`src/rtl/oatt_pkg.sv`:
```
`timescale 1ns / 1ps
`default_nettype none

package oatt_pkg;

  // Channel layout: left, front, right.
  localparam int NCH  = 3;
  localparam int CH_W = 2;
  localparam logic [CH_W-1:0] CH_LEFT  = 2'd0;
  localparam logic [CH_W-1:0] CH_RIGHT = 2'd2;

  // Storage widths.
  localparam int SUM_W = 18;
  localparam int CNT_W = 5;
  localparam int THR_W = 15;
  localparam int HIT_W = 8;

  // Configuration port.
  localparam int REG_W = 12;
  localparam int IDX_W = 3;

  localparam logic [IDX_W-1:0] REG_ADAPT_ENABLE    = 3'd0;
  localparam logic [IDX_W-1:0] REG_DEVIATION_LIMIT = 3'd1;
  localparam logic [IDX_W-1:0] REG_STABLE_LENGTH   = 3'd2;
  localparam logic [IDX_W-1:0] REG_TRIG_BIAS       = 3'd3;
  localparam logic [IDX_W-1:0] REG_LEVEL_FLOOR     = 3'd4;
  localparam logic [IDX_W-1:0] REG_RAISE_STEP      = 3'd5;
  localparam logic [IDX_W-1:0] REG_HIT_RUN_LIMIT   = 3'd6;
  localparam logic [IDX_W-1:0] REG_NEAR_MARGIN     = 3'd7;

  localparam logic [REG_W-1:0] RST_DEVIATION_LIMIT = 12'd50;
  localparam logic [CNT_W-1:0] RST_STABLE_LENGTH   = 5'd15;
  localparam logic [REG_W-1:0] RST_TRIG_BIAS       = 12'd300;
  localparam logic [REG_W-1:0] RST_LEVEL_FLOOR     = 12'd100;
  localparam logic [REG_W-1:0] RST_RAISE_STEP      = 12'd800;
  localparam logic [HIT_W-1:0] RST_HIT_RUN_LIMIT   = 8'd24;
  localparam logic [REG_W-1:0] RST_NEAR_MARGIN     = 12'd330;

  // Operation codes of an input word.
  localparam logic OP_TICK   = 1'b0;
  localparam logic OP_RELOAD = 1'b1;

  // Signed working width: holds avg + 29 * bias-corrected level with room to spare.
  localparam int WORK_W = 22;
  typedef logic signed [WORK_W-1:0] work_t;
  typedef logic [THR_W-1:0] thr_t;

  localparam int THR_MAX     = 32767;
  localparam int THR_INIT    = 500;
  localparam int SPOT_OFFSET = 200;

  // Shared divider: 21-bit dividend, 6-bit divisor, three quotient bits a cycle.
  localparam int DIV_W     = 21;
  localparam int DVSR_W    = 6;
  localparam int DIV_STEPS = 3;
  localparam int DIV_CYC   = DIV_W / DIV_STEPS;
  localparam int DIV_CNT_W = $clog2(DIV_CYC);
  localparam logic [DVSR_W-1:0] STEP_DIV = 6'd30;

  typedef struct packed {
    logic             adapt_enable;
    logic [REG_W-1:0] deviation_limit;
    logic [CNT_W-1:0] stable_length;
    logic [REG_W-1:0] trig_bias;
    logic [REG_W-1:0] level_floor;
    logic [REG_W-1:0] raise_step;
    logic [HIT_W-1:0] hit_run_limit;
    logic [REG_W-1:0] near_margin;
  } cfg_t;

  // Clamp a signed working value into the threshold range.
  function automatic thr_t sat_thr(input work_t v);
    thr_t r;
    if (v < 0) begin
      r = '0;
    end else if (v > work_t'(THR_MAX)) begin
      r = thr_t'(THR_MAX);
    end else begin
      r = v[THR_W-1:0];
    end
    return r;
  endfunction

endpackage

`default_nettype wire

```
`src/rtl/oatt_if.sv`:
```
`timescale 1ns / 1ps
`default_nettype none

// Sample channel: one word per sensor tick or threshold reload.
interface oatt_sample_if #(parameter int ADC_BITS = 12);
  logic                valid;
  logic                ready;
  logic                op;
  logic [ADC_BITS-1:0] obs_left;
  logic [ADC_BITS-1:0] obs_front;
  logic [ADC_BITS-1:0] obs_right;
  logic [ADC_BITS-1:0] sun_left;
  logic [ADC_BITS-1:0] sun_front;
  logic [ADC_BITS-1:0] sun_right;
  logic                hit_flag;

  modport source (
    output valid, op, obs_left, obs_front, obs_right,
    output sun_left, sun_front, sun_right, hit_flag,
    input  ready
  );
  modport sink (
    input  valid, op, obs_left, obs_front, obs_right,
    input  sun_left, sun_front, sun_right, hit_flag,
    output ready
  );
endinterface

// Result channel: flags and the three thresholds after the word is applied.
interface oatt_result_if;
  logic        valid;
  logic        ready;
  logic [2:0]  trig_status;
  logic        near_flag;
  logic [2:0]  spot_status;
  logic [14:0] thresh_left;
  logic [14:0] thresh_front;
  logic [14:0] thresh_right;

  modport source (
    output valid, trig_status, near_flag, spot_status,
    output thresh_left, thresh_front, thresh_right,
    input  ready
  );
  modport sink (
    input  valid, trig_status, near_flag, spot_status,
    input  thresh_left, thresh_front, thresh_right,
    output ready
  );
endinterface

`default_nettype wire

```
`src/rtl/oatt_cfg.sv`:
```
`timescale 1ns / 1ps
`default_nettype none

module oatt_cfg (
  input  wire logic                      clk,
  input  wire logic                      rst,
  input  wire logic                      cfg_we,
  input  wire logic [oatt_pkg::IDX_W-1:0] cfg_index,
  input  wire logic [oatt_pkg::REG_W-1:0] cfg_data,
  output oatt_pkg::cfg_t                 cfg
);

  // Register file, written one register at a time.
  always_ff @(posedge clk) begin
    if (rst) begin
      cfg.adapt_enable    <= 1'b0;
      cfg.deviation_limit <= oatt_pkg::RST_DEVIATION_LIMIT;
      cfg.stable_length   <= oatt_pkg::RST_STABLE_LENGTH;
      cfg.trig_bias       <= oatt_pkg::RST_TRIG_BIAS;
      cfg.level_floor     <= oatt_pkg::RST_LEVEL_FLOOR;
      cfg.raise_step      <= oatt_pkg::RST_RAISE_STEP;
      cfg.hit_run_limit   <= oatt_pkg::RST_HIT_RUN_LIMIT;
      cfg.near_margin     <= oatt_pkg::RST_NEAR_MARGIN;
    end else if (cfg_we) begin
      unique case (cfg_index)
        oatt_pkg::REG_ADAPT_ENABLE:    cfg.adapt_enable    <= cfg_data[0];
        oatt_pkg::REG_DEVIATION_LIMIT: cfg.deviation_limit <= cfg_data;
        oatt_pkg::REG_STABLE_LENGTH:   cfg.stable_length   <= cfg_data[oatt_pkg::CNT_W-1:0];
        oatt_pkg::REG_TRIG_BIAS:       cfg.trig_bias       <= cfg_data;
        oatt_pkg::REG_LEVEL_FLOOR:     cfg.level_floor     <= cfg_data;
        oatt_pkg::REG_RAISE_STEP:      cfg.raise_step      <= cfg_data;
        oatt_pkg::REG_HIT_RUN_LIMIT:   cfg.hit_run_limit   <= cfg_data[oatt_pkg::HIT_W-1:0];
        oatt_pkg::REG_NEAR_MARGIN:     cfg.near_margin     <= cfg_data;
      endcase
    end
  end

endmodule

`default_nettype wire

```
`src/rtl/oatt_div.sv`:
```
`timescale 1ns / 1ps
`default_nettype none

module oatt_div (
  input  wire logic                       clk,
  input  wire logic                       rst,
  input  wire logic                       start,
  input  wire logic [oatt_pkg::DIV_W-1:0]  dividend,
  input  wire logic [oatt_pkg::DVSR_W-1:0] divisor,
  output logic                            busy,
  output logic                            done,
  output logic [oatt_pkg::DIV_W-1:0]       quotient
);

  logic [oatt_pkg::DVSR_W-1:0]    rem;
  logic [oatt_pkg::DVSR_W-1:0]    rem_next;
  logic [oatt_pkg::DIV_W-1:0]     quo;
  logic [oatt_pkg::DIV_W-1:0]     quo_next;
  logic [oatt_pkg::DVSR_W-1:0]    dvsr;
  logic [oatt_pkg::DIV_CNT_W-1:0] cnt;

  // Restoring division, DIV_STEPS quotient bits per cycle. The dividend shifts out
  // of the top of quo while quotient bits shift in at the bottom.
  always_comb begin
    logic [oatt_pkg::DVSR_W:0]   trial;
    logic [oatt_pkg::DVSR_W-1:0] r;
    logic [oatt_pkg::DIV_W-1:0]  q;
    r = rem;
    q = quo;
    trial = '0;
    for (int k = 0; k < oatt_pkg::DIV_STEPS; k++) begin
      trial = {r, q[oatt_pkg::DIV_W-1]};
      q = {q[oatt_pkg::DIV_W-2:0], 1'b0};
      if (trial >= {1'b0, dvsr}) begin
        trial = trial - {1'b0, dvsr};
        q[0] = 1'b1;
      end
      r = trial[oatt_pkg::DVSR_W-1:0];
    end
    rem_next = r;
    quo_next = q;
  end

  // Control: run until the step counter reaches its last value, then pulse done.
  always_ff @(posedge clk) begin
    if (rst) begin
      busy <= 1'b0;
      done <= 1'b0;
      cnt  <= '0;
    end else begin
      done <= 1'b0;
      if (start) begin
        busy <= 1'b1;
        cnt  <= '0;
      end else if (busy) begin
        cnt <= cnt + 1'b1;
        if (cnt == oatt_pkg::DIV_CNT_W'(oatt_pkg::DIV_CYC - 1)) begin
          busy <= 1'b0;
          done <= 1'b1;
        end
      end
    end
  end

  // Datapath registers.
  always_ff @(posedge clk) begin
    if (start) begin
      rem  <= '0;
      quo  <= dividend;
      dvsr <= divisor;
    end else if (busy) begin
      rem <= rem_next;
      quo <= quo_next;
    end
  end

  assign quotient = quo;

  // A new division never starts on top of a running one.
  a_start_idle: assert property (@(posedge clk) disable iff (rst) start |-> !busy)
    else $error("divider started while busy");

  // Done follows a busy run and ends it.
  a_done_after_busy: assert property (@(posedge clk) disable iff (rst)
    done |-> (!busy && $past(busy)))
    else $error("divider done without a run");

  // The final remainder is below the divisor.
  a_rem_bound: assert property (@(posedge clk) disable iff (rst) done |-> (rem < dvsr))
    else $error("divider remainder out of range");

endmodule

`default_nettype wire

```
`src/rtl/obstacle_adaptive_trigger_threshold_top.sv`:
```
`timescale 1ns / 1ps
`default_nettype none

// Adaptive trigger thresholds for three infrared obstacle channels (left,
// front, right). Each sample word is either a tick, which feeds the running
// windows and pulls stable thresholds toward the window average when
// adaptation is on and raises tripped thresholds after a long run of hits, or
// a reload, which sets every threshold to its sample plus the trigger bias (at
// least 500). Every word gives one result word with trigger, near and spot
// flags and the thresholds after the word is applied. The channels are worked
// one after another through a single divider that yields three quotient bits
// a cycle. A result that is still waiting for the sink holds the block in its
// last state until the output register frees up. The block takes one word at
// a time and is ready again in the same cycle that a result is presented; a
// finished result sits in an output register, so the next word is accepted
// while it waits. Configuration registers may be written only while the block
// is idle.
module obstacle_adaptive_trigger_threshold_top #(
  parameter int ADC_BITS = 12
) (
  input  wire logic                        clk,
  input  wire logic                        rst,
  input  wire logic                        cfg_we,
  input  wire logic [oatt_pkg::IDX_W-1:0]  cfg_index,
  input  wire logic [oatt_pkg::REG_W-1:0]  cfg_data,
  oatt_sample_if.sink                      sample,
  oatt_result_if.source                    result
);

  localparam int NCH   = oatt_pkg::NCH;
  localparam int THR_W = oatt_pkg::THR_W;
  localparam int SUM_W = oatt_pkg::SUM_W;
  localparam int CNT_W = oatt_pkg::CNT_W;

  // Sequencer states.
  localparam logic [3:0] S_IDLE      = 4'd0;
  localparam logic [3:0] S_RELOAD    = 4'd1;
  localparam logic [3:0] S_AVG       = 4'd2;
  localparam logic [3:0] S_AVG_WAIT  = 4'd3;
  localparam logic [3:0] S_CHECK     = 4'd4;
  localparam logic [3:0] S_PULL      = 4'd5;
  localparam logic [3:0] S_STEP_WAIT = 4'd6;
  localparam logic [3:0] S_APPLY     = 4'd7;
  localparam logic [3:0] S_HIT       = 4'd8;
  localparam logic [3:0] S_FLAGS     = 4'd9;

  oatt_pkg::cfg_t cfg;

  logic [3:0]                    state;
  logic [oatt_pkg::CH_W-1:0]     ch;

  // Latched word.
  logic [ADC_BITS-1:0]           obs [NCH];
  logic [ADC_BITS-1:0]           sun [NCH];
  logic                          hit_r;

  // Persistent state.
  logic [SUM_W-1:0]              win_sum [NCH];
  logic [CNT_W-1:0]              win_cnt [NCH];
  logic [NCH-1:0][THR_W-1:0]     thr;
  logic [oatt_pkg::HIT_W-1:0]    hit_run;

  // Per-channel scratch.
  logic [SUM_W-1:0]              s_r;
  logic [CNT_W:0]                c_r;
  logic [SUM_W-1:0]              avg_r;
  oatt_pkg::work_t               b_r;
  oatt_pkg::work_t               nb_r;
  logic                          neg_r;

  // Output register.
  logic                          out_valid;
  logic [NCH-1:0]                trig_o;
  logic [NCH-1:0]                spot_o;
  logic                          near_o;
  logic [NCH-1:0][THR_W-1:0]     thr_o;

  // Divider hookup.
  logic                          div_start;
  logic [oatt_pkg::DIV_W-1:0]    div_dividend;
  logic [oatt_pkg::DVSR_W-1:0]   div_divisor;
  logic                          div_busy;
  logic                          div_done;
  logic [oatt_pkg::DIV_W-1:0]    div_quo;

  // Combinational datapath.
  logic [SUM_W-1:0]              s_sum;
  logic [CNT_W:0]                c_inc;
  oatt_pkg::work_t               x_w;
  oatt_pkg::work_t               avg_w;
  oatt_pkg::work_t               diff_w;
  oatt_pkg::work_t               abs_d;
  oatt_pkg::work_t               b_w;
  oatt_pkg::work_t               half_sum;
  oatt_pkg::work_t               half_nb;
  oatt_pkg::work_t               step_num;
  oatt_pkg::work_t               step_mag;
  oatt_pkg::work_t               nb_floor;
  logic                          restart;
  logic                          do_update;
  logic                          half_cond;
  logic                          last_ch;
  logic [oatt_pkg::HIT_W-1:0]    hit_inc;
  logic [NCH-1:0]                trig_c;
  logic [NCH-1:0]                spot_c;
  logic                          near_c;
  logic                          accept;
  logic                          out_free;

  oatt_cfg u_cfg (
    .clk       (clk),
    .rst       (rst),
    .cfg_we    (cfg_we),
    .cfg_index (cfg_index),
    .cfg_data  (cfg_data),
    .cfg       (cfg)
  );

  oatt_div u_div (
    .clk      (clk),
    .rst      (rst),
    .start    (div_start),
    .dividend (div_dividend),
    .divisor  (div_divisor),
    .busy     (div_busy),
    .done     (div_done),
    .quotient (div_quo)
  );

  assign sample.ready = (state == S_IDLE);
  assign accept       = sample.valid && sample.ready;
  assign out_free     = !out_valid || result.ready;
  assign last_ch      = (ch == oatt_pkg::CH_W'(NCH - 1));

  // Window arithmetic for the current channel.
  always_comb begin
    s_sum    = win_sum[ch] + SUM_W'(obs[ch]);
    c_inc    = (CNT_W + 1)'(win_cnt[ch]) + (CNT_W + 1)'(1);
    x_w      = oatt_pkg::work_t'(obs[ch]);
    avg_w    = oatt_pkg::work_t'(avg_r);
    diff_w   = avg_w - x_w;
    abs_d    = (diff_w < 0) ? -diff_w : diff_w;
    restart  = abs_d > oatt_pkg::work_t'(cfg.deviation_limit);
    b_w      = oatt_pkg::work_t'(thr[ch]) - oatt_pkg::work_t'(cfg.trig_bias);
    do_update = c_r > (CNT_W + 1)'(cfg.stable_length);
    // Left and front also take the half step when the average is above the level.
    half_cond = (oatt_pkg::work_t'(sun[ch]) > b_r) ||
                ((ch != oatt_pkg::CH_RIGHT) && (b_r < avg_w));
    // Halving that truncates toward zero.
    half_sum = avg_w + b_r;
    half_nb  = (half_sum + oatt_pkg::work_t'(half_sum[oatt_pkg::WORK_W-1])) >>> 1;
    // avg + 29 * b as shifts and adds.
    step_num = avg_w + (b_r <<< 5) - (b_r <<< 1) - b_r;
    step_mag = (step_num < 0) ? -step_num : step_num;
    nb_floor = (nb_r < oatt_pkg::work_t'(cfg.level_floor)) ?
               oatt_pkg::work_t'(cfg.level_floor) : nb_r;
    hit_inc  = hit_run + 1'b1;
  end

  // Divider requests: window average, then the slow pull step.
  always_comb begin
    div_start    = 1'b0;
    div_dividend = oatt_pkg::DIV_W'(s_sum);
    div_divisor  = oatt_pkg::DVSR_W'(c_inc);
    if (state == S_AVG) begin
      div_start = 1'b1;
    end else if ((state == S_PULL) && do_update && !half_cond) begin
      div_start    = 1'b1;
      div_dividend = step_mag[oatt_pkg::DIV_W-1:0];
      div_divisor  = oatt_pkg::STEP_DIV;
    end
  end

  // Result flags from the final thresholds.
  always_comb begin
    oatt_pkg::work_t o_w;
    oatt_pkg::work_t t_w;
    near_c = 1'b0;
    for (int i = 0; i < NCH; i++) begin
      o_w = oatt_pkg::work_t'(obs[i]);
      t_w = oatt_pkg::work_t'(thr[i]);
      trig_c[i] = o_w > t_w;
      spot_c[i] = o_w > (t_w + oatt_pkg::work_t'(oatt_pkg::SPOT_OFFSET));
      if (o_w > (t_w - oatt_pkg::work_t'(cfg.near_margin))) begin
        near_c = 1'b1;
      end
    end
  end

  // Sequencer and control state.
  always_ff @(posedge clk) begin
    if (rst) begin
      state     <= S_IDLE;
      ch        <= '0;
      hit_run   <= '0;
      out_valid <= 1'b0;
      for (int i = 0; i < NCH; i++) begin
        win_sum[i] <= '0;
        win_cnt[i] <= '0;
        thr[i]     <= THR_W'(oatt_pkg::THR_INIT);
      end
    end else begin
      // The flags state refills the output register itself.
      if (out_valid && result.ready && (state != S_FLAGS)) begin
        out_valid <= 1'b0;
      end
      unique case (state)
        S_IDLE: begin
          if (accept) begin
            ch <= oatt_pkg::CH_LEFT;
            if (sample.op == oatt_pkg::OP_RELOAD) begin
              state <= S_RELOAD;
            end else if (cfg.adapt_enable) begin
              state <= S_AVG;
            end else begin
              state <= S_HIT;
            end
          end
        end
        S_RELOAD: begin
          for (int i = 0; i < NCH; i++) begin
            if (oatt_pkg::work_t'(obs[i]) + oatt_pkg::work_t'(cfg.trig_bias) <
                oatt_pkg::work_t'(oatt_pkg::THR_INIT)) begin
              thr[i] <= THR_W'(oatt_pkg::THR_INIT);
            end else begin
              thr[i] <= oatt_pkg::sat_thr(oatt_pkg::work_t'(obs[i]) +
                                          oatt_pkg::work_t'(cfg.trig_bias));
            end
          end
          state <= S_FLAGS;
        end
        S_AVG: begin
          state <= S_AVG_WAIT;
        end
        S_AVG_WAIT: begin
          if (div_done) begin
            state <= S_CHECK;
          end
        end
        S_CHECK: begin
          state <= S_PULL;
        end
        S_PULL: begin
          win_sum[ch] <= s_r;
          if (do_update) begin
            win_cnt[ch] <= '0;
            state <= half_cond ? S_APPLY : S_STEP_WAIT;
          end else begin
            win_cnt[ch] <= c_r[CNT_W-1:0];
            if (last_ch) begin
              state <= S_HIT;
            end else begin
              ch    <= ch + 1'b1;
              state <= S_AVG;
            end
          end
        end
        S_STEP_WAIT: begin
          if (div_done) begin
            state <= S_APPLY;
          end
        end
        S_APPLY: begin
          thr[ch] <= oatt_pkg::sat_thr(nb_floor + oatt_pkg::work_t'(cfg.trig_bias));
          if (last_ch) begin
            state <= S_HIT;
          end else begin
            ch    <= ch + 1'b1;
            state <= S_AVG;
          end
        end
        S_HIT: begin
          if (hit_r) begin
            if (hit_inc > cfg.hit_run_limit) begin
              hit_run <= '0;
              for (int i = 0; i < NCH; i++) begin
                if (oatt_pkg::work_t'(obs[i]) > oatt_pkg::work_t'(thr[i])) begin
                  thr[i] <= oatt_pkg::sat_thr(oatt_pkg::work_t'(thr[i]) +
                                              oatt_pkg::work_t'(cfg.raise_step));
                end
              end
            end else begin
              hit_run <= hit_inc;
            end
          end else begin
            hit_run <= '0;
          end
          state <= S_FLAGS;
        end
        S_FLAGS: begin
          if (out_free) begin
            out_valid <= 1'b1;
            state     <= S_IDLE;
          end
        end
        default: begin
          state <= S_IDLE;
        end
      endcase
    end
  end

  // Word capture and per-channel scratch registers.
  always_ff @(posedge clk) begin
    if (accept) begin
      obs[0] <= sample.obs_left[ADC_BITS-1:0];
      obs[1] <= sample.obs_front[ADC_BITS-1:0];
      obs[2] <= sample.obs_right[ADC_BITS-1:0];
      sun[0] <= sample.sun_left[ADC_BITS-1:0];
      sun[1] <= sample.sun_front[ADC_BITS-1:0];
      sun[2] <= sample.sun_right[ADC_BITS-1:0];
      hit_r  <= sample.hit_flag;
    end
    if (state == S_AVG) begin
      s_r <= s_sum;
      c_r <= c_inc;
    end
    if ((state == S_AVG_WAIT) && div_done) begin
      avg_r <= div_quo[SUM_W-1:0];
    end
    if (state == S_CHECK) begin
      b_r <= b_w;
      if (restart) begin
        s_r <= '0;
        c_r <= '0;
      end
    end
    if (state == S_PULL) begin
      nb_r  <= half_nb;
      neg_r <= step_num < 0;
    end
    if ((state == S_STEP_WAIT) && div_done) begin
      nb_r <= neg_r ? -oatt_pkg::work_t'(div_quo) : oatt_pkg::work_t'(div_quo);
    end
    if ((state == S_FLAGS) && out_free) begin
      trig_o <= trig_c;
      spot_o <= spot_c;
      near_o <= near_c;
      thr_o  <= thr;
    end
  end

  // Result channel. The thresholds are copied into the output register so the
  // payload holds while the next word is in work.
  assign result.valid        = out_valid;
  assign result.trig_status  = trig_o;
  assign result.spot_status  = spot_o;
  assign result.near_flag    = near_o;
  assign result.thresh_left  = thr_o[0];
  assign result.thresh_front = thr_o[1];
  assign result.thresh_right = thr_o[2];

  // An accepted word always leaves the idle state.
  a_accept_busy: assert property (@(posedge clk) disable iff (rst)
    accept |=> (state != S_IDLE))
    else $error("accepted word did not start work");

  // Thresholds move only in the apply, reload and hit states.
  a_thr_hold: assert property (@(posedge clk) disable iff (rst)
    !(state == S_APPLY || state == S_RELOAD || state == S_HIT) |=> $stable(thr))
    else $error("threshold changed outside an update state");

  // A reload leaves every threshold at or above the initial level.
  a_reload_floor: assert property (@(posedge clk) disable iff (rst)
    (state == S_RELOAD) |=>
      (thr[0] >= THR_W'(oatt_pkg::THR_INIT)) &&
      (thr[1] >= THR_W'(oatt_pkg::THR_INIT)) &&
      (thr[2] >= THR_W'(oatt_pkg::THR_INIT)))
    else $error("reload left a threshold below the initial level");

  // The divider is never running while the sequencer waits for a word.
  a_div_idle: assert property (@(posedge clk) disable iff (rst)
    (state == S_IDLE) |-> !div_busy)
    else $error("divider busy while the block is idle");

endmodule

`default_nettype wire
```
`src/flat_wrapper.sv`:
```
// flat-port wrapper written by rule: the top's interface ports become plain ports
module obstacle_adaptive_trigger_threshold_top_flat 
#(
  parameter int ADC_BITS = 12
)
  (clk, rst, cfg_we, cfg_index, cfg_data, sample_valid, sample_op, sample_obs_left, sample_obs_front, sample_obs_right, sample_sun_left, sample_sun_front, sample_sun_right, sample_hit_flag, sample_ready, result_valid, result_trig_status, result_near_flag, result_spot_status, result_thresh_left, result_thresh_front, result_thresh_right, result_ready);
  oatt_sample_if #(.ADC_BITS(ADC_BITS)) sample_i ();
  oatt_result_if result_i ();
  input  wire logic clk;
  input  wire logic rst;
  input  wire logic cfg_we;
  input  wire logic [oatt_pkg::IDX_W-1:0] cfg_index;
  input  wire logic [oatt_pkg::REG_W-1:0] cfg_data;
  input wire logic [$bits(sample_i.valid)-1:0] sample_valid;
  input wire logic [$bits(sample_i.op)-1:0] sample_op;
  input wire logic [$bits(sample_i.obs_left)-1:0] sample_obs_left;
  input wire logic [$bits(sample_i.obs_front)-1:0] sample_obs_front;
  input wire logic [$bits(sample_i.obs_right)-1:0] sample_obs_right;
  input wire logic [$bits(sample_i.sun_left)-1:0] sample_sun_left;
  input wire logic [$bits(sample_i.sun_front)-1:0] sample_sun_front;
  input wire logic [$bits(sample_i.sun_right)-1:0] sample_sun_right;
  input wire logic [$bits(sample_i.hit_flag)-1:0] sample_hit_flag;
  output wire logic [$bits(sample_i.ready)-1:0] sample_ready;
  output wire logic [$bits(result_i.valid)-1:0] result_valid;
  output wire logic [$bits(result_i.trig_status)-1:0] result_trig_status;
  output wire logic [$bits(result_i.near_flag)-1:0] result_near_flag;
  output wire logic [$bits(result_i.spot_status)-1:0] result_spot_status;
  output wire logic [$bits(result_i.thresh_left)-1:0] result_thresh_left;
  output wire logic [$bits(result_i.thresh_front)-1:0] result_thresh_front;
  output wire logic [$bits(result_i.thresh_right)-1:0] result_thresh_right;
  input wire logic [$bits(result_i.ready)-1:0] result_ready;
  assign sample_i.valid = sample_valid;
  assign sample_i.op = sample_op;
  assign sample_i.obs_left = sample_obs_left;
  assign sample_i.obs_front = sample_obs_front;
  assign sample_i.obs_right = sample_obs_right;
  assign sample_i.sun_left = sample_sun_left;
  assign sample_i.sun_front = sample_sun_front;
  assign sample_i.sun_right = sample_sun_right;
  assign sample_i.hit_flag = sample_hit_flag;
  assign sample_ready = sample_i.ready;
  assign result_valid = result_i.valid;
  assign result_trig_status = result_i.trig_status;
  assign result_near_flag = result_i.near_flag;
  assign result_spot_status = result_i.spot_status;
  assign result_thresh_left = result_i.thresh_left;
  assign result_thresh_front = result_i.thresh_front;
  assign result_thresh_right = result_i.thresh_right;
  assign result_i.ready = result_ready;
  obstacle_adaptive_trigger_threshold_top #(.ADC_BITS(ADC_BITS)) u_core (.clk(clk), .rst(rst), .cfg_we(cfg_we), .cfg_index(cfg_index), .cfg_data(cfg_data), .sample(sample_i), .result(result_i));
endmodule
```
`config.mk`:
```
export PLATFORM = sky130hd
export DESIGN_NAME = obstacle_adaptive_trigger_threshold_top_flat
export DESIGN_NICKNAME = d
export VERILOG_FILES = /design/src/rtl/oatt_pkg.sv /design/src/rtl/oatt_if.sv /design/src/rtl/oatt_cfg.sv /design/src/rtl/oatt_div.sv /design/src/rtl/obstacle_adaptive_trigger_threshold_top.sv /design/src/flat_wrapper.sv
export SDC_FILE = /design/constraint.sdc
export NUM_CORES = 2
export LEC_CHECK = 0
export BUFFER_PORTS_ARGS = -buffer_cell sky130_fd_sc_hd__buf_2
export CORE_ASPECT_RATIO = 1.2
export CORE_MARGIN = 3
export CORE_UTILIZATION = 35
export CTS_CLUSTER_SIZE = 24
export DETAILED_ROUTE_END_ITERATION = 7
export SYNTH_ARGS = -nofsm -noshare
export SYNTH_HDL_FRONTEND = slang
export SYNTH_SLANG_ARGS = --single-unit
```
`constraint.sdc`:
```
create_clock -name clk -period 8.4 [get_ports clk]
set_clock_uncertainty 0.15 [all_clocks]
set_input_delay 1.68 -clock clk [delete_from_list [all_inputs] [get_ports clk]]
set_output_delay 1.68 -clock clk [all_outputs]
set_load 0.03 [all_outputs]
```
==> impl_metrics.env <==
export IMPL_cts_max_level=2
export IMPL_nets=4646
export IMPL_multi_input_area_mm2=0.0226
export IMPL_p_leak_nw=16.7
export IMPL_cts_made_buffers=55
export IMPL_drc=0
export IMPL_cpPeakStageDelay_ns=0.48
export IMPL_end_kind="register"
export IMPL_ir_drop_mv=0.394
export IMPL_synth_top_cell_area_share_pct=24.7
export IMPL_globalRoute_totalOverflow=0
export IMPL_route_met3_wl_um=7420
export IMPL_critPathMostFrequentCell="o21ai_0"
export IMPL_wl_met1_um=50600
export IMPL_grt_pass1_wl_um=189000
export IMPL_fillers=10295
export IMPL_clk_latency_ns=0.68
export IMPL_vias=31020
export IMPL_die_height_um=360
export IMPL_post_route_min_period_ns=7.00
export IMPL_finalWeightedCongestion=0.990
export IMPL_area_delta_synth_final_pct=11.2
export IMPL_ys_ff_latch=472
export IMPL_dpl_cell_area_mm2=0.0389
export IMPL_path_class="register to register"
export IMPL_layout_drive_gt1_share_pct=8.91
export IMPL_die_w_um=301
export IMPL_worstMarginPinSlew_ns=1.18
export IMPL_wl_per_cell_um=23.3
export IMPL_via_per_inst=5.63
export IMPL_clock_sinks=472
export IMPL_setup_violations=0
export IMPL_fmax_mhz=143
export IMPL_maxSlewViolCount=0
export IMPL_cts_setup_buffers=0
export IMPL_synth_top_cell_by_area="edfxtp_1"
export IMPL_final_cell_area_mm2=0.0407
export IMPL_wirelength_um=128000
export IMPL_grt_pass1_vias=30062
export IMPL_cts_tree="done"
export IMPL_cts_resized_gates=0
export IMPL_syn_num_nets=4546
export IMPL_syn_area_per_cell_um2=9.20
export IMPL_cts_clk_slew_worst_paths_ns=0.06
export IMPL_top_layer="met5"
export IMPL_place_hpwl_um=99500
export IMPL_synth_main_ff_cell="edfxtp_1"
export IMPL_outcome="finished, final reports clean"
export IMPL_hold_viol=0
export IMPL_setup_tns_ns=0
export IMPL_final_core_util_pct=39.4
export IMPL_antenna_found_initial=5
export IMPL_worstPathMaxFanout=10
export IMPL_regArea_mm2=0.0125
export IMPL_initial_core_util_pct=35.4
export IMPL_drtIter0Drc=2279
export IMPL_wl_met2_um=60500
export IMPL_syn_instance_count=3983
export IMPL_rsz0062_at_grt="false"
export IMPL_p_per_area_mw_per_mm2=186
export IMPL_period_share_pct=83.3
export IMPL_async_flop_share_pct=0
export IMPL_cts_hold_buf=0
export IMPL_startpoint_type="register"
export IMPL_clockBufferDepth=3
export IMPL_netlist_cell_type_count=85
export IMPL_grt_max_degree=61
export IMPL_drtPass1Iterations=6
export IMPL_ys_top_cells_by_area="edfxtp_1 (25%), ha_1 (14%), dfxtp_1 (9.3%)"
export IMPL_ant_nets=0
export IMPL_worstPathRequired_ns=8.77
export IMPL_core_area_mm2=0.103
export IMPL_die_area_mm2=0.109
export IMPL_finalPower_mw=7.56
export IMPL_yosysWarningCount=0
export IMPL_max_cap_violations=0
export IMPL_syn_area_mm2=0.0366
export IMPL_grt_total_usage_pct=23.0
export IMPL_worstPathArrival_ns=7.37
export IMPL_row_count=129
export IMPL_seq_area_frac_synth_pct=34.0
export IMPL_io_pins=148
export IMPL_root_buffer="clkbuf_16"
export IMPL_hp_class="register to register"
export IMPL_slew_limit_headroom_pct=21.0
export IMPL_synth_edf_count=301
export IMPL_crit_slowest_cell="o311a_1"
export IMPL_port_buffers=147
## kinds of logic after synthesis
kind of cell             synth area share (%)
AND/OR/NAND/NOR                          15.2
multiplexers                             3.80
XOR/XNOR                                 6.07
buffers and inverters                    4.40
adder cells (fa/ha/maj)                  17.0
flip-flops                               34.0
AO/OA/AOI/OAI                            19.5
## state kept, by name, indices dropped and copies added (netlist names), 20 cells and up, named ones only
name                   cells
u_core.win_cnt            20
u_core.thr                45
u_core.win_sum            72
u_core.u_div.quotient     21
u_core.nb_r               22
u_core.sun                36
u_core.obs                36
u_core.u_cfg.cfg          74
## synthesized netlist by cell type, drive strengths merged, types with 20 or more instances
library cell and n:
ha 421, nand2 354, edfxtp 301, a21oi 291, inv 280, o21ai 262, nor2 250, dfxtp 171
xnor2 158, clkbuf 135, and3 106, xor2 96, nand3 87, a21o 84, mux2i 67, nor3 64
o21a 61, nor2b 59, o211ai 52, fa 48, nand2b 47, nand4 44, a211oi 42, a31oi 42
nor4 31, or3 28, o21bai 27, o31ai 25, mux4 23, and2 21, a22oi 20
## worst paths after layout
check                                   startpoint                                to  slack [ns]  cells past startpoint
hold / removal    u_core.u_cfg.cfg[2]$_SDFFE_PP0P_  u_core.u_cfg.cfg[2]$_SDFFE_PP0P_        0.30                      2
hold reg to reg   u_core.u_cfg.cfg[2]$_SDFFE_PP0P_  u_core.u_cfg.cfg[2]$_SDFFE_PP0P_        0.30                      2
setup / recovery    u_core.u_div.dvsr[1]$_DFFE_PN_  u_core.u_div.rem[2]$_SDFFE_PN0P_        1.40                     28
setup reg to reg    u_core.u_div.dvsr[1]$_DFFE_PN_  u_core.u_div.rem[2]$_SDFFE_PN0P_        1.40                     28
## through the flow
| step | setup slack [ns] | std cells | hold slack (ns) |
|---|---|---|---|
| 2_1_floorplan | 1.98 | 3983 | 0.256 |
| 3_3_place_gp | 1.47 | 5401 | 0.292 |
| 3_5_place_dp | 1.43 | 5401 | 0.298 |
| 4_1_cts | 1.39 | 5505 | 0.306 |
| 5_1_grt | 0.663 | 5505 | 0.337 |
| 6_report | 1.40 | 5507 | 0.304 |
## routing by layer
layer | track usage (%) | vias up
met5 | 0 | -
met3 | 3.92 | 352
met2 | 38.4 | 1034
met1 | 27.1 | 14773
li1 | - | 14855
met4 | 15.4 | 6
## worst max-delay path: cells and delay by family (launching register included)
kind	cells	cell delay, ns
buffers and inverters	2	0.44
adder cells (fa/ha/maj)	3	0.92
AND/OR/NAND/NOR	6	1.02
flip-flops	1	0.36
AO/OA/AOI/OAI	12	2.63
multiplexers	5	1.32
## power breakdown
part           leakage, nW  internal [mW]  switching, mW  total (mW)
clock                0.901           1.38           1.09        2.47
sequential            4.22           2.63          0.231        2.86
combinational         11.6          0.935           1.29        2.23
## cell type report
| class | instances | share of cell area, % |
|---|---|---|
| sequential | 472 | 30.6 |
| tap | 1375 | 4.22 |
| timing repair buffer | 191 | 2.62 |
| antenna | 2 | 0.0123 |
| inverter | 280 | 2.58 |
| clock inverter | 42 | 0.946 |
| multi-input combinational | 3083 | 55.5 |
| clock buffer | 62 | 3.55 |
## cells in the final DEF, fill, tap and decap left out, types with 18 or more instances in the layout
cell       instances
a211oi_1          42
a21o_1            84
a21oi_1          291
a22oi_1           20
a31oi_1           42
and2_1            20
and3_1           106
buf_2            146
buf_4             45
clkbuf_16         57
dfxtp_1          169
edfxtp_1         301
fa_1              48
ha_1             420
inv_1            280
mux2_2            18
mux2i_1           67
mux4_2            23
nand2_1          354
nand2b_1          47
nand3_1           87
nand4_1           44
nor2_1           249
nor2b_1           58
nor3_1            64
nor4_1            29
o211ai_1          52
o21a_1            61
o21ai_0          260
o21bai_1          27
o31ai_1           23
or3_1             28
xnor2_1          158
xor2_1            96
No activity file was read; power rests on OpenSTA's default activity.
